==> src/design/scl_pkg.sv <==
// Shared types and constants for the serial configuration loader.
package scl_pkg;

	localparam int unsigned TRAILER_PULSES = 6;
	localparam int unsigned MAX_RESULTS    = 8;
	localparam int unsigned QUEUE_DEPTH    = 2;
	localparam int unsigned QPTR_W         = (QUEUE_DEPTH > 1) ? $clog2(QUEUE_DEPTH) : 1;
	localparam int unsigned QCNT_W         = $clog2(QUEUE_DEPTH + 1);

	localparam logic [15:0] TIMEOUT_RESET = 16'd8192;
	localparam logic [16:0] WAIT_MAX      = 17'h1FFFF;

	// Trailer lengths, cut so that no run exceeds the result limit.
	localparam int unsigned DONE_LEN    = (TRAILER_PULSES > MAX_RESULTS) ?
		MAX_RESULTS : TRAILER_PULSES;
	localparam int unsigned TIMEOUT_LEN = (TRAILER_PULSES > MAX_RESULTS - 1) ?
		MAX_RESULTS - 1 : TRAILER_PULSES;

	typedef enum logic [1:0] {
		ACT_BEGIN  = 2'd0,
		ACT_DATA   = 2'd1,
		ACT_FINISH = 2'd2,
		ACT_NONE   = 2'd3
	} action_t;

	typedef enum logic [1:0] {
		ST_BUSY    = 2'd0,
		ST_STARTED = 2'd1,
		ST_TIMEOUT = 2'd2
	} status_t;

	// Kind of result run that the back end plays out.
	typedef enum logic [1:0] {
		RUN_BEGIN = 2'd0,
		RUN_DATA  = 2'd1,
		RUN_PULSE = 2'd2,
		RUN_FLAT  = 2'd3
	} run_kind_t;

	typedef struct packed {
		logic [1:0] action;
		logic [7:0] data_byte;
		logic       done_level;
	} item_t;

	typedef struct packed {
		logic       prog_level;
		logic       din_level;
		logic       clock_pulse;
		logic [1:0] load_status;
		logic       last_of_run;
	} result_t;

	typedef struct packed {
		run_kind_t  kind;
		logic [7:0] data_byte;
		status_t    status;
		logic [2:0] last_idx;
	} run_t;

	localparam logic [2:0] DONE_LAST    = (DONE_LEN == 0) ? 3'd0 : 3'(DONE_LEN - 1);
	localparam logic [2:0] TIMEOUT_LAST = 3'(TIMEOUT_LEN);

endpackage

==> src/design/scl_front.sv <==
// Front end: classify requests into result runs and track the done wait count.
module scl_front import scl_pkg::*; (
	input  logic        clk,
	input  logic        arst_n,
	input  item_t       item,
	input  logic        accept,
	input  logic        cfg_we,
	input  logic [15:0] cfg_data,
	output run_t        run,
	output logic        run_push
);

	logic [16:0] wait_count_q;
	logic [16:0] wait_next;
	logic [15:0] timeout_limit_q;

	always_comb begin
		run          = '0;
		run.kind     = RUN_PULSE;
		run.status   = ST_BUSY;
		run.last_idx = 3'd0;
		run.data_byte = item.data_byte;
		run_push     = accept;
		wait_next    = wait_count_q;
		unique case (action_t'(item.action))
			ACT_BEGIN: begin
				run.kind     = RUN_BEGIN;
				run.last_idx = 3'd1;
				wait_next    = '0;
			end
			ACT_DATA: begin
				run.kind     = RUN_DATA;
				run.last_idx = 3'd7;
			end
			ACT_FINISH: begin
				priority if (item.done_level) begin
					run.kind     = (DONE_LEN == 0) ? RUN_FLAT : RUN_PULSE;
					run.status   = ST_STARTED;
					run.last_idx = DONE_LAST;
					wait_next    = '0;
				end else if (wait_count_q > {1'b0, timeout_limit_q}) begin
					run.status   = ST_TIMEOUT;
					run.last_idx = TIMEOUT_LAST;
					wait_next    = '0;
				end else begin
					if (wait_count_q != WAIT_MAX) begin
						wait_next = wait_count_q + 17'd1;
					end
				end
			end
			ACT_NONE: begin
				// drop the request
				run_push = 1'b0;
			end
			default: run_push = 1'b0;
		endcase
	end

	always_ff @(posedge clk or negedge arst_n) begin
		if (!arst_n) begin
			wait_count_q    <= '0;
			timeout_limit_q <= TIMEOUT_RESET;
		end else begin
			if (accept) begin
				wait_count_q <= wait_next;
			end
			if (cfg_we) begin
				timeout_limit_q <= cfg_data;
			end
		end
	end

endmodule

==> src/design/scl_queue.sv <==
// Short run queue between front and back end.
module scl_queue import scl_pkg::*; (
	input  logic clk,
	input  logic arst_n,
	input  logic wr_en,
	input  run_t wr_data,
	input  logic rd_en,
	output run_t rd_data,
	output logic full,
	output logic empty
);

	run_t              mem_q [QUEUE_DEPTH];
	logic [QPTR_W-1:0] wr_ptr_q;
	logic [QPTR_W-1:0] rd_ptr_q;
	logic [QCNT_W-1:0] count_q;
	logic              do_wr;
	logic              do_rd;

	assign full    = (count_q == QCNT_W'(QUEUE_DEPTH));
	assign empty   = (count_q == '0);
	assign do_wr   = wr_en && !full;
	assign do_rd   = rd_en && !empty;
	assign rd_data = mem_q[rd_ptr_q];

	always_ff @(posedge clk) begin
		if (do_wr) begin
			mem_q[wr_ptr_q] <= wr_data;
		end
	end

	always_ff @(posedge clk or negedge arst_n) begin
		if (!arst_n) begin
			wr_ptr_q <= '0;
			rd_ptr_q <= '0;
			count_q  <= '0;
		end else begin
			if (do_wr) begin
				wr_ptr_q <= (wr_ptr_q == QPTR_W'(QUEUE_DEPTH - 1)) ? '0 : wr_ptr_q + 1'b1;
			end
			if (do_rd) begin
				rd_ptr_q <= (rd_ptr_q == QPTR_W'(QUEUE_DEPTH - 1)) ? '0 : rd_ptr_q + 1'b1;
			end
			if (do_wr && !do_rd) begin
				count_q <= count_q + 1'b1;
			end else if (do_rd && !do_wr) begin
				count_q <= count_q - 1'b1;
			end
		end
	end

endmodule

==> src/design/scl_back.sv <==
// Back end: plays runs into out_q, one result per cycle unless stalled.
module scl_back import scl_pkg::*; (
	input  logic    clk,
	input  logic    arst_n,
	input  run_t    head,
	input  logic    head_valid,
	output logic    head_take,
	output result_t result,
	output logic    empty,
	input  logic    pop
);

	run_t       cur_q;
	logic [2:0] idx_q;
	logic       busy_q;
	logic       out_valid_q;
	result_t    out_q;
	result_t    res_next;
	logic       emit;
	logic       is_last;

	assign emit      = busy_q && (!out_valid_q || pop);
	assign is_last   = (idx_q == cur_q.last_idx);
	assign head_take = head_valid && (!busy_q || (emit && is_last));

	always_comb begin
		res_next             = '0;
		res_next.prog_level  = 1'b1;
		res_next.din_level   = 1'b1;
		res_next.clock_pulse = 1'b1;
		res_next.load_status = cur_q.status;
		res_next.last_of_run = is_last;
		unique case (cur_q.kind)
			RUN_BEGIN: begin
				res_next.prog_level  = (idx_q != 3'd0);
				res_next.clock_pulse = 1'b0;
			end
			RUN_DATA:  res_next.din_level = cur_q.data_byte[~idx_q];
			RUN_PULSE: res_next.clock_pulse = 1'b1;
			RUN_FLAT:  res_next.clock_pulse = 1'b0;
			default:   res_next.clock_pulse = 1'b1;
		endcase
	end

	always_ff @(posedge clk) begin
		if (head_take) begin
			cur_q <= head;
		end
		if (emit) begin
			out_q <= res_next;
		end
	end

	always_ff @(posedge clk or negedge arst_n) begin
		if (!arst_n) begin
			busy_q      <= 1'b0;
			idx_q       <= '0;
			out_valid_q <= 1'b0;
		end else begin
			if (head_take) begin
				busy_q <= 1'b1;
				idx_q  <= '0;
			end else if (emit) begin
				if (is_last) begin
					busy_q <= 1'b0;
				end else begin
					idx_q <= idx_q + 3'd1;
				end
			end
			if (emit) begin
				out_valid_q <= 1'b1;
			end else if (pop) begin
				out_valid_q <= 1'b0;
			end
		end
	end

	assign result = out_q;
	assign empty  = !out_valid_q;

endmodule

==> src/design/serial_config_loader_unit.sv <==
// Top level of the slave-serial configuration link driver.
// A request's first result passes the run queue, the run register and the output
// register to the result ports. The sequencer gives one result per cycle unless the
// output stalls. Results per run: data eight, begin two, finish one, six or seven.
// Reset (arst_n low): run queue and output register empty, wait count zero,
// timeout_limit back to 8192.
module serial_config_loader_unit import scl_pkg::*; (
	input  logic        clk,
	input  logic        arst_n,
	// request side
	input  logic        push,
	output logic        full,
	input  item_t       item,
	// result side
	output logic        empty,
	input  logic        pop,
	output result_t     result,
	// timeout_limit write channel
	input  logic        cfg_valid,
	output logic        cfg_ready,
	input  logic [15:0] cfg_data
);

	logic accept;
	run_t run;
	logic run_push;
	run_t head;
	logic q_empty;
	logic head_take;

	// The user must change the register only while the link is idle; it is unchecked.
	assign cfg_ready = 1'b1;
	assign accept    = push && !full;

	// Classify each request into a run descriptor; hold the wait count here so
	// that the timeout decision follows request order.
	scl_front u_front (
		.clk      (clk),
		.arst_n   (arst_n),
		.item     (item),
		.accept   (accept),
		.cfg_we   (cfg_valid && cfg_ready),
		.cfg_data (cfg_data),
		.run      (run),
		.run_push (run_push)
	);

	// Decouple classification from playback; full backs up to the request side.
	scl_queue u_queue (
		.clk     (clk),
		.arst_n  (arst_n),
		.wr_en   (run_push),
		.wr_data (run),
		.rd_en   (head_take),
		.rd_data (head),
		.full    (full),
		.empty   (q_empty)
	);

	// Advance through each run, one line-level result per cycle unless the output
	// stalls, loading the next run in the same cycle that the current run ends.
	scl_back u_back (
		.clk        (clk),
		.arst_n     (arst_n),
		.head       (head),
		.head_valid (!q_empty),
		.head_take  (head_take),
		.result     (result),
		.empty      (empty),
		.pop        (pop)
	);

endmodule
==> config.mk <==
export PLATFORM = sky130hd
export DESIGN_NAME = serial_config_loader_unit
export DESIGN_NICKNAME = d
export VERILOG_FILES = /design/src/design/scl_pkg.sv /design/src/design/scl_front.sv /design/src/design/scl_queue.sv /design/src/design/scl_back.sv /design/src/design/serial_config_loader_unit.sv
export SDC_FILE = /design/constraint.sdc
export NUM_CORES = 1
export LEC_CHECK = 0
export BUFFER_PORTS_ARGS = -buffer_cell sky130_fd_sc_hd__buf_4
export CAP_MARGIN = 20
export CORE_MARGIN = 3
export CORE_UTILIZATION = 25
export DETAILED_ROUTE_END_ITERATION = 16
export MAX_ROUTING_LAYER = met4
export SKIP_CTS_REPAIR_TIMING = 1
export SLEW_MARGIN = 30
export SYNTH_ARGS = -nofsm -noshare
export SYNTH_HDL_FRONTEND = slang
export SYNTH_SLANG_ARGS = --single-unit
==> constraint.sdc <==
create_clock -name clk -period 3.7 [get_ports clk]
set_clock_uncertainty 0.05 [all_clocks]
set_input_delay 1.11 -clock clk [delete_from_list [all_inputs] [get_ports clk]]
set_output_delay 1.11 -clock clk [all_outputs]
set_load 0.02 [all_outputs]
==> out/qor.yml <==
grt_max_degree: 43
area_delta_synth_final_pct: 18.5
dp_cells: 638
grt_overflow: 0
arrival_ns: 3.26
slew_headroom: 0.382
die_y_um: 140
clock_latency_ns: 0.35
start_kind: "flip-flop"
dp_hpwl_mm: 6.35
hold_path.class: "flip-flop to flip-flop"
drtIter0Drc: 187
ir_drop_mv: 0.326
die_x_um: 140
fmax_mhz: 319
crit_required_ns: 3.83
grt_pass1_wl_mm: 14.9
place_ws_ns: 0.626
synth_seq_cells: 93
antenna_found_initial: 0
num_vias: 2980
io_buffer_count: 39
mostFrequentLayoutCells: "edfxtp_1 (51), nand2_1 (46), buf_4 (44)"
holdPathStages: 0
finalNonFillerCells: 654
routed_wl_mm: 8.89
grt_pass1_vias: 3083
yosys_warnings: 0
critPathCaptureType: "flip-flop"
postRouteAntennaNets: 0
slew_viol_final: 0
period_share: 0.846
path_class: "flip-flop to flip-flop"
setup_violations: 0
powerDensity_nw_per_um2: 554
status: "finished clean"
die-area_um2: 19500
worst_pin_slew_ns: 0.921
synthFlopType: "edfxtp_1"
cts_tree: "done"
hp-start: "u_back.cur_q[3]"
final_layout_size_suffix_gt1_frac: 0.200
numCtsBuffers: 9
post_drt_wl_per_cell_um: 13.6
fin_tns_setup_ns: 0
async_flop_share: 0.452
rsz0062_at_grt: "no"
h-tree-depth: 3
reg2reg_slack_ns: 0.57
antenna_cells: 0
min_delay_worst_endpoint: "u_back.result[1]"
synth-edff-count: 51
final_nets: 479
pin_count: 41
cts_sinks: 93
rr_worst_depth: 8
reg2reg_from: "u_front.timeout_limit_q[13]"
gp_congestion: 0.788
period_needed_ns: 3.13
hold_viol: 0
p_leak_nw: 2.10
grt_usage: 0.0974
drc_errors: 0
cts.clk_slew.worst_paths_ns: 0.07
syn_area_um2: 4470
first_pass_iters: 4
final_common_cell: "edfxtp_1"
syn-mean-instance-area_um2: 11.6
num_rows: 48
ys_seq_area_frac: 0.578
start_util: 0.257
clockBufferDepth: 2
syn_nets: 439
viasPerCell: 4.56
setup_ws_ns: 0.570
root_buffer: "clkbuf_16"
maxCapViolations: 0
core_region_area_um2: 17400
synth_cells: 384
synth_cell_types: 51
crit_fanout: 16
r2r_end: "u_front.wait_count_q[9]"
flip-flops by register name, summed over array words and instances (netlist names):
signal,cells
u_front.wait_count_q,17
u_back.idx_q,3
u_back.busy_q,1
u_queue.count_q,2
u_back.cur_q,15
u_front.timeout_limit_q,16
u_queue.rd_ptr_q,1
u_back.out_valid_q,1
u_back.result,6
u_queue.wr_ptr_q,1
u_queue.mem_q,30
metrics by stage:
step           hold WS [ns]  area (um2)  power (mW)  utilization
4_1_cts               0.377        5300        2.98        0.304
5_1_grt               0.395        5300        3.11        0.304
3_3_place_gp          0.351        5020        2.07        0.288
6_report              0.374        5300        2.94        0.304
3_5_place_dp          0.359        5020        2.09        0.288
2_1_floorplan         0.350        4470        1.88            -
power by group:
group	internal, mW	switching (mW)
Combinational	0.289	0.315
Sequential	1.32	0.129
Clock	0.466	0.418
Total	2.08	0.862
worst max-delay path by stage:
| stage | from | end | slack (ns) | cells past startpoint |
|---|---|---|---|---|
| floorplan | pop | u_queue.count_q[1] | 0.98 | 8 |
| global placement | u_front.timeout_limit_q[13] | u_front.wait_count_q[9] | 0.72 | 8 |
| detailed placement | u_front.timeout_limit_q[13] | u_front.wait_count_q[9] | 0.63 | 8 |
| CTS | u_front.timeout_limit_q[13] | u_front.wait_count_q[9] | 0.61 | 8 |
| global route | u_front.timeout_limit_q[13] | u_front.wait_count_q[9] | 0.32 | 8 |
| finish | u_front.timeout_limit_q[13] | u_front.wait_count_q[9] | 0.57 | 8 |
area by class of cell:
class                      count  area (um2)
multi-input combinational    243        1700
fill                        1762       12100
sequential                    93        2580
tap                          225         282
clock inverter                 7        58.8
clock buffer                   9         225
inverter                      33         124
timing repair buffer          44         330
routing by layer:
| metal | vias to the layer above | share of wire | global-route usage |
|---|---|---|---|
| li1 | 1460 | - | - |
| met1 | 1461 | 0.45 | 0.118 |
| met2 | 52 | 0.51 | 0.158 |
| met3 | 7 | 0.040 | 0.0258 |
| met4 | 0 | 0.0071 | 0.0337 |
| met5 | - | 0 | - |
Yosys cell counts (7+ instances only):
library cell  count  area, um2
dfrtp_1          41       1030
nand2_1          46        173
edfxtp_1         51       1530
nor2_1           20       75.1
o21ai_0          23        115
inv_1            32        120
ha_1             23        288
mux2_2           16        180
a21oi_1           7       35.0
clkbuf_1          8       30.0
nand3_1          11       55.1
nand2b_1          8       50.1
o211ai_1         17        128
o2111ai_1         7       61.3
cell families after synthesis:
kind of cell,share of synthesized area
compound gates,0.106
xor+xnor,0.0196
fa+ha+maj,0.0644
buf+inv,0.0428
flops,0.578
mux,0.0548
other cells,0.000839
simple gates,0.134
worst max-delay path, stage by stage, from the launching register on:
cell and delay (ns):
dfstp_2 0.51, inv_1 0.05, ha_1 0.31, nand4b_4 0.13, nor4_2 0.33, o21ai_1 0.13
and3_1 0.38, o21ai_1 0.81, o221ai_1 0.25
(Power assumes the default switching activity.)
